[src/hdl/whc_pkg.sv]
// ----------------------------------------------------------------------------
// whc_pkg
// Shared types, constants and tag lookup for the wav header checker.
// ----------------------------------------------------------------------------
`default_nettype none

package whc_pkg;

    // header geometry
    localparam int unsigned HDR_LEN   = 44;
    localparam int unsigned IDX_W     = 6;
    localparam logic [IDX_W-1:0] HDR_LAST = IDX_W'(HDR_LEN - 1);

    // size offsets checked against the configured file size
    localparam logic [31:0] RIFF_OFS = 32'd8;
    localparam logic [31:0] DATA_OFS = 32'd44;
    localparam logic [31:0] FMT_SIZE_PCM = 32'd16;
    localparam logic [15:0] FMT_CODE_PCM = 16'd1;

    // result codes
    typedef enum logic [3:0] {
        STAT_OK       = 4'd0,
        STAT_RIFF     = 4'd1,
        STAT_FSIZE    = 4'd2,
        STAT_WAVE     = 4'd3,
        STAT_TAG      = 4'd4,
        STAT_NOTPCM   = 4'd5,
        STAT_FMTSIZE  = 4'd6,
        STAT_BRATE    = 4'd7,
        STAT_ALIGN    = 4'd8,
        STAT_DSIZE    = 4'd9
    } status_t;

    // tag flag bit positions
    localparam int unsigned TAG_RIFF_BIT = 0;
    localparam int unsigned TAG_WAVE_BIT = 1;
    localparam int unsigned TAG_FMT_BIT  = 2;
    localparam int unsigned TAG_DATA_BIT = 3;

    // expected tag characters, byte 0 first
    localparam logic [7:0] RIFF_CHARS [4] = '{8'h52, 8'h49, 8'h46, 8'h46};
    localparam logic [7:0] WAVE_CHARS [4] = '{8'h57, 8'h41, 8'h56, 8'h45};
    localparam logic [7:0] FMT_CHARS  [4] = '{8'h66, 8'h6d, 8'h74, 8'h20};
    localparam logic [7:0] DATA_CHARS [4] = '{8'h64, 8'h61, 8'h74, 8'h61};

    // command from controller to datapath
    typedef struct packed {
        logic             capture;  // process one header beat
        logic             restart;  // beat is header byte 0
        logic [IDX_W-1:0] index;    // position of the beat in the header
        logic             load;     // judge header and fill result register
    } whc_cmd_t;

    typedef struct packed {
        logic [3:0] mask;
        logic [7:0] expect_byte;
    } tag_check_t;

    // which tag a header position belongs to and the byte it should hold
    function automatic tag_check_t tag_lookup(logic [IDX_W-1:0] idx);
        tag_check_t t;
        t.mask        = 4'b0000;
        t.expect_byte = 8'h00;
        case (idx) inside
            [6'd0:6'd3]:
            begin
                t.mask[TAG_RIFF_BIT] = 1'b1;
                t.expect_byte = RIFF_CHARS[idx[1:0]];
            end
            [6'd8:6'd11]:
            begin
                t.mask[TAG_WAVE_BIT] = 1'b1;
                t.expect_byte = WAVE_CHARS[idx[1:0]];
            end
            [6'd12:6'd15]:
            begin
                t.mask[TAG_FMT_BIT] = 1'b1;
                t.expect_byte = FMT_CHARS[idx[1:0]];
            end
            [6'd36:6'd39]:
            begin
                t.mask[TAG_DATA_BIT] = 1'b1;
                t.expect_byte = DATA_CHARS[idx[1:0]];
            end
            default:
            begin
                t.mask = 4'b0000;
            end
        endcase
        return t;
    endfunction

endpackage

`default_nettype wire

[src/hdl/whc_datapath.sv]
// ----------------------------------------------------------------------------
// whc_datapath
// Field assembly, tag compare, rate products and the result register.
// ----------------------------------------------------------------------------
`default_nettype none

module whc_datapath (
    input  wire logic               clk,
    input  wire logic               rst_n,
    input  wire whc_pkg::whc_cmd_t  cmd,
    input  wire logic [7:0]         hdr_byte,
    input  wire logic               cfg_we,
    input  wire logic [31:0]        cfg_wdata,
    output logic [3:0]              status,
    output logic [15:0]             channel_count,
    output logic [31:0]             rate_hz,
    output logic [15:0]             sample_bits,
    output logic [31:0]             payload_size
);

    logic [31:0] total_len_reg;
    logic [3:0]  tag_flags_reg, tag_flags_next;
    logic [31:0] riff_size_reg;
    logic [31:0] fmt_size_reg;
    logic [15:0] format_reg;
    logic [15:0] chan_reg;
    logic [31:0] rate_reg;
    logic [31:0] brate_reg;
    logic [15:0] align_reg;
    logic [15:0] bits_reg;
    logic [31:0] dsize_reg;
    logic [31:0] cb_prod_reg;
    logic [31:0] rcb_prod_reg;
    logic [3:0]  status_reg;
    logic [15:0] chan_out_reg;
    logic [31:0] rate_out_reg;
    logic [15:0] bits_out_reg;
    logic [31:0] dsize_out_reg;

    whc_pkg::tag_check_t tchk;
    whc_pkg::status_t    status_next;
    logic [31:0]         exp_brate;
    logic [31:0]         exp_align;
    logic                fsize_bad;
    logic                dsize_bad;

    // configured file size
    always_ff @(posedge clk or negedge rst_n)
    begin
        if (!rst_n)
            total_len_reg <= whc_pkg::DATA_OFS;
        else if (cfg_we)
            total_len_reg <= cfg_wdata;
    end

    // tag match flags, cleared to all-match on restart
    always_comb
    begin
        tchk           = whc_pkg::tag_lookup(cmd.index);
        tag_flags_next = cmd.restart ? 4'b1111 : tag_flags_reg;
        if (hdr_byte != tchk.expect_byte)
            tag_flags_next = tag_flags_next & ~tchk.mask;
    end

    always_ff @(posedge clk or negedge rst_n)
    begin
        if (!rst_n)
            tag_flags_reg <= 4'b1111;
        else if (cmd.capture)
            tag_flags_reg <= tag_flags_next;
    end

    // little-endian field assembly, shifting in from the top
    always_ff @(posedge clk)
    begin
        if (cmd.capture)
        begin
            case (cmd.index) inside
                [6'd4:6'd7]:   riff_size_reg <= {hdr_byte, riff_size_reg[31:8]};
                [6'd16:6'd19]: fmt_size_reg  <= {hdr_byte, fmt_size_reg[31:8]};
                [6'd20:6'd21]: format_reg    <= {hdr_byte, format_reg[15:8]};
                [6'd22:6'd23]: chan_reg      <= {hdr_byte, chan_reg[15:8]};
                [6'd24:6'd27]: rate_reg      <= {hdr_byte, rate_reg[31:8]};
                [6'd28:6'd31]: brate_reg     <= {hdr_byte, brate_reg[31:8]};
                [6'd32:6'd33]: align_reg     <= {hdr_byte, align_reg[15:8]};
                [6'd34:6'd35]: bits_reg      <= {hdr_byte, bits_reg[15:8]};
                [6'd40:6'd43]: dsize_reg     <= {hdr_byte, dsize_reg[31:8]};
                default:       ;
            endcase
        end
    end

    // two-stage product chain, settles well before the last data byte
    always_ff @(posedge clk)
    begin
        cb_prod_reg  <= {16'h0000, chan_reg} * {16'h0000, bits_reg};
        rcb_prod_reg <= 32'(rate_reg * cb_prod_reg);
    end

    // checks in file order except that the format code goes before the fmt size, first failure wins
    always_comb
    begin
        exp_brate = {3'b000, rcb_prod_reg[31:3]};
        exp_align = {3'b000, cb_prod_reg[31:3]};
        fsize_bad = (total_len_reg < whc_pkg::RIFF_OFS) ||
                    (riff_size_reg != (total_len_reg - whc_pkg::RIFF_OFS));
        dsize_bad = (total_len_reg < whc_pkg::DATA_OFS) ||
                    (dsize_reg != (total_len_reg - whc_pkg::DATA_OFS));

        if (!tag_flags_reg[whc_pkg::TAG_RIFF_BIT])
            status_next = whc_pkg::STAT_RIFF;
        else if (fsize_bad)
            status_next = whc_pkg::STAT_FSIZE;
        else if (!tag_flags_reg[whc_pkg::TAG_WAVE_BIT])
            status_next = whc_pkg::STAT_WAVE;
        else if (!tag_flags_reg[whc_pkg::TAG_FMT_BIT])
            status_next = whc_pkg::STAT_TAG;
        else if (format_reg != whc_pkg::FMT_CODE_PCM)
            status_next = whc_pkg::STAT_NOTPCM;
        else if (fmt_size_reg != whc_pkg::FMT_SIZE_PCM)
            status_next = whc_pkg::STAT_FMTSIZE;
        else if (brate_reg != exp_brate)
            status_next = whc_pkg::STAT_BRATE;
        else if ({16'h0000, align_reg} != exp_align)
            status_next = whc_pkg::STAT_ALIGN;
        else if (!tag_flags_reg[whc_pkg::TAG_DATA_BIT])
            status_next = whc_pkg::STAT_TAG;
        else if (dsize_bad)
            status_next = whc_pkg::STAT_DSIZE;
        else
            status_next = whc_pkg::STAT_OK;
    end

    // result register
    always_ff @(posedge clk)
    begin
        if (cmd.load)
        begin
            status_reg    <= status_next;
            chan_out_reg  <= chan_reg;
            rate_out_reg  <= rate_reg;
            bits_out_reg  <= bits_reg;
            dsize_out_reg <= dsize_reg;
        end
    end

    assign status        = status_reg;
    assign channel_count = chan_out_reg;
    assign rate_hz       = rate_out_reg;
    assign sample_bits   = bits_out_reg;
    assign payload_size  = dsize_out_reg;

endmodule

`default_nettype wire

[config.mk]
export PLATFORM = sky130hd
export DESIGN_NAME = whc_datapath
export DESIGN_NICKNAME = d
export VERILOG_FILES = /design/src/hdl/whc_pkg.sv /design/src/hdl/whc_datapath.sv
export SDC_FILE = /design/constraint.sdc
export NUM_CORES = 2
export LEC_CHECK = 0
export ABC_AREA = 1
export BUFFER_PORTS_ARGS = -buffer_cell sky130_fd_sc_hd__buf_2
export CAP_MARGIN = 40
export CORE_ASPECT_RATIO = 2
export CORE_UTILIZATION = 40
export DETAILED_ROUTE_END_ITERATION = 12
export HOLD_SLACK_MARGIN = 0.15
export PLACE_DENSITY = 0.64
export SLEW_MARGIN = 15
export SYNTH_ARGS = -nofsm -noshare
export SYNTH_HDL_FRONTEND = slang
export SYNTH_SLANG_ARGS = --single-unit
[constraint.sdc]
create_clock -name clk -period 13.6 [get_ports clk]
set_input_delay 4.08 -clock clk [delete_from_list [all_inputs] [get_ports clk]]
set_output_delay 4.08 -clock clk [all_outputs]
set_load 0.02 [all_outputs]
==> out/qor.txt <==
Via count: 28.7k
Net Count, Synth: 5,218
DRT iter0 DRCs: 1,586
Slowest stage delay, CP: 950 ps
Slowest-stage cell, CP: edfxtp_1
Arrival time worst endpoint: 7610 ps
Synth top area cells: fa_1 (30%), edfxtp_1 (24%), inv_1 (10%)
Async set-reset flop share out of synthesis: 0.0855
Die area: 0.103 sq mm
Max Cap Viol: 0
Reg2reg setup slack: 6470 ps
Drt via density: 4.97
Hold endpoint: fmt_size_reg[16]
DR DRC count: 0
Tcrit/Tclk final: 0.524
Die X: 227 um
Hold depth: 0
Slew @ Worst Pin: 922 ps
Yosys cell types: 63
Clk_skew: 28.0 ps
CP cell instances: nand2_1, inv_1, fa_1, inv_1, fa_1, fa_1, fa_1, inv_1, fa_1, inv_1, fa_1, inv_1, fa_1, fa_1, ha_1, a21oi_1, inv_1, a31oi_1, inv_1, a21boi_0, o2111ai_1, a21oi_1, nand3b_1, nand2_1
Most used cell along the critical path: fa_1
Status: finished clean
Crit end category: register
Worst skew pair latency: 600 ps
Root Buffer: clkbuf_16
Tmin final: 7130 ps
Top_reg_cell synth: edfxtp_1
H-tree Lvls: 2
Clk buf depth: 3
First-pass GRT wire length: 178,000 um
Syn Area/Cell: 9.33 sq um
WS Path Type: register to register
R2R depth: 24
Initial antenna violation count: 9
Top cell type by total area after synthesis: fa_1
DR pass1 iterations: 6
# resized after CTS: 0
Clock sink count: 421
Layout Nets: 5,290
Yosys warnings: 0
Worst-path maximum fanout: 18
Total Routing Usage GR: 0.236
Area of the mapped netlist: 0.0405 sq mm
Crit. Startpoint: rate_reg[16]
IO Pins: 152
Num CTS Buffers: 41
Die H: 452 um
Worst-path clk slew: 70 ps
Row cnt: 164
Global route overflow: 0
Fillers: 9,767
Post-DP HPWL: 93,100 um
Critical Path RT: 14,070 ps
Post-synthesis cell count: 4,336
WL per Instance: 20.3 um
Slew Limit Fails: 0
Reg-to-Reg End: rcb_prod_reg[31]
Slew margin rel.: 0.385
Port Buffers: 151
Largest net degree at the start of global routing: 64
Number of setup buffers added after CTS: 0
Wirelength, routed: 117,000 um
Sequential fraction of the synthesis area: 0.293
Layout area overhead: 9.62%
Layout cells sized above 1: 0.0817
Fmax: 140 MHz
Final TNS setup: 0 ps
Post-synthesis register bit count: 421
Routed Antenna Nets: 0
Post-synth EDFFs: 324
Final setup vio count: 0
Std-Cell Core Area: 0.100 sq mm
HP Class: register to register
Area share of the largest cell type after synthesis: 0.298
Vias in the first global route: 30.9k
FF-to-FF Start: rate_reg[16]
Unrepaired setup endpoints after global routing: false
Final RePlAce weighted congestion: 0.953
Critical Path Start Type: register
Initial Util: 0.404
Hold_sp: fmt_size_reg[24]
CTS tree: done
Hold Buf Count CTS: 0
Final hold violation count: 0
## Yosys cell counts (4+ instances only)
| master | n |
|---|---|
| a21o_1 | 5 |
| a21oi_1 | 77 |
| a31oi_1 | 4 |
| buf_1 | 21 |
| buf_2 | 4 |
| clkbuf_1 | 149 |
| dfrtp_1 | 29 |
| dfstp_2 | 7 |
| dfxtp_1 | 61 |
| edfxtp_1 | 324 |
| fa_1 | 602 |
| ha_1 | 228 |
| inv_1 | 1130 |
| inv_2 | 7 |
| mux2_2 | 16 |
| nand2_1 | 1044 |
| nand2_2 | 6 |
| nand3_1 | 47 |
| nand3b_1 | 7 |
| nand4_1 | 23 |
| nor2_1 | 128 |
| nor2_2 | 11 |
| nor2_4 | 12 |
| nor3_1 | 14 |
| nor4_1 | 25 |
| o2111ai_1 | 4 |
| o211ai_1 | 7 |
| o21ai_0 | 45 |
| o21ai_1 | 12 |
| o21bai_1 | 10 |
| o22ai_1 | 4 |
| or2_2 | 6 |
| xnor2_1 | 81 |
| xor2_1 | 142 |
## cell type report
cell class                 count  area (sq um)  area share
multi-input combinational   2596         23600       0.533
sequential                   421         11900       0.267
timing repair buffer         207          1510      0.0341
tap                         1328          1660      0.0375
clock buffer                  49          1130      0.0254
inverter                    1141          4300      0.0968
clock inverter                27           256     0.00578
antenna                        2          5.00    0.000113
## metrics by stage
step | area [sq um] | cells | worst slack, ps | utilization | hold slack (ps)
final | 44400 | 5771 | 6470 | 0.443 | 452
after global routing | 44400 | 5769 | 6170 | 0.443 | 460
after CTS | 44300 | 5767 | 6500 | 0.442 | 448
after detailed placement | 42900 | 5691 | 6540 | 0.429 | 436
after global placement | 42500 | 5669 | 6410 | 0.424 | 429
after floorplan | 40500 | 4336 | 5470 | - | 421
## how the worst max path moves through the flow
| stage | to | cells after the start |
|---|---|---|
| finish | rcb_prod_reg[31] | 24 |
| global route | rcb_prod_reg[31] | 22 |
| CTS | rcb_prod_reg[31] | 24 |
| detailed placement | rcb_prod_reg[31] | 24 |
| global placement | rcb_prod_reg[31] | 24 |
| floorplan | dsize_reg[0] | 3 |
## logic make-up (layout without fill, tap and decap cells)
group	Yosys count	after routing	synth area share
compound gates	184	184	0.0260
xor+xnor	224	224	0.0487
fa+ha+maj	830	830	0.368
buf+inv	1319	1424	0.123
flops	421	421	0.293
mux	16	16	0.00445
other cells	0	2	0
simple gates	1342	1342	0.136
## routing by layer
metal	wire, um	GRT usage
met1	37700	0.235
met2	63600	0.442
met3	5720	0.0261
met4	10300	0.180
met5	63	0
## placed cells by master (no fill, tap or decap), types with 77 or more instances in the layout
| cell type | synthesis | final |
|---|---|---|
| a21oi_1 | 77 | 77 |
| buf_2 | 4 | 150 |
| edfxtp_1 | 324 | 324 |
| fa_1 | 602 | 602 |
| ha_1 | 228 | 228 |
| inv_1 | 1130 | 1130 |
| nand2_1 | 1044 | 1044 |
| nor2_1 | 128 | 126 |
| xnor2_1 | 81 | 81 |
| xor2_1 | 142 | 142 |
## worst max-delay path: cells and delay by family, from the launching register on
family | cells | cell delay (ps)
adder cells (fa/ha/maj) | 9 | 4350
flip-flops | 1 | 950
AO/OA/AOI/OAI | 5 | 890
buffers and inverters | 7 | 530
AND/OR/NAND/NOR | 3 | 280
Power is left out: the tool's default activity adds up to more than one toggle a clock period on the data nets, which glitch-free logic cannot reach.
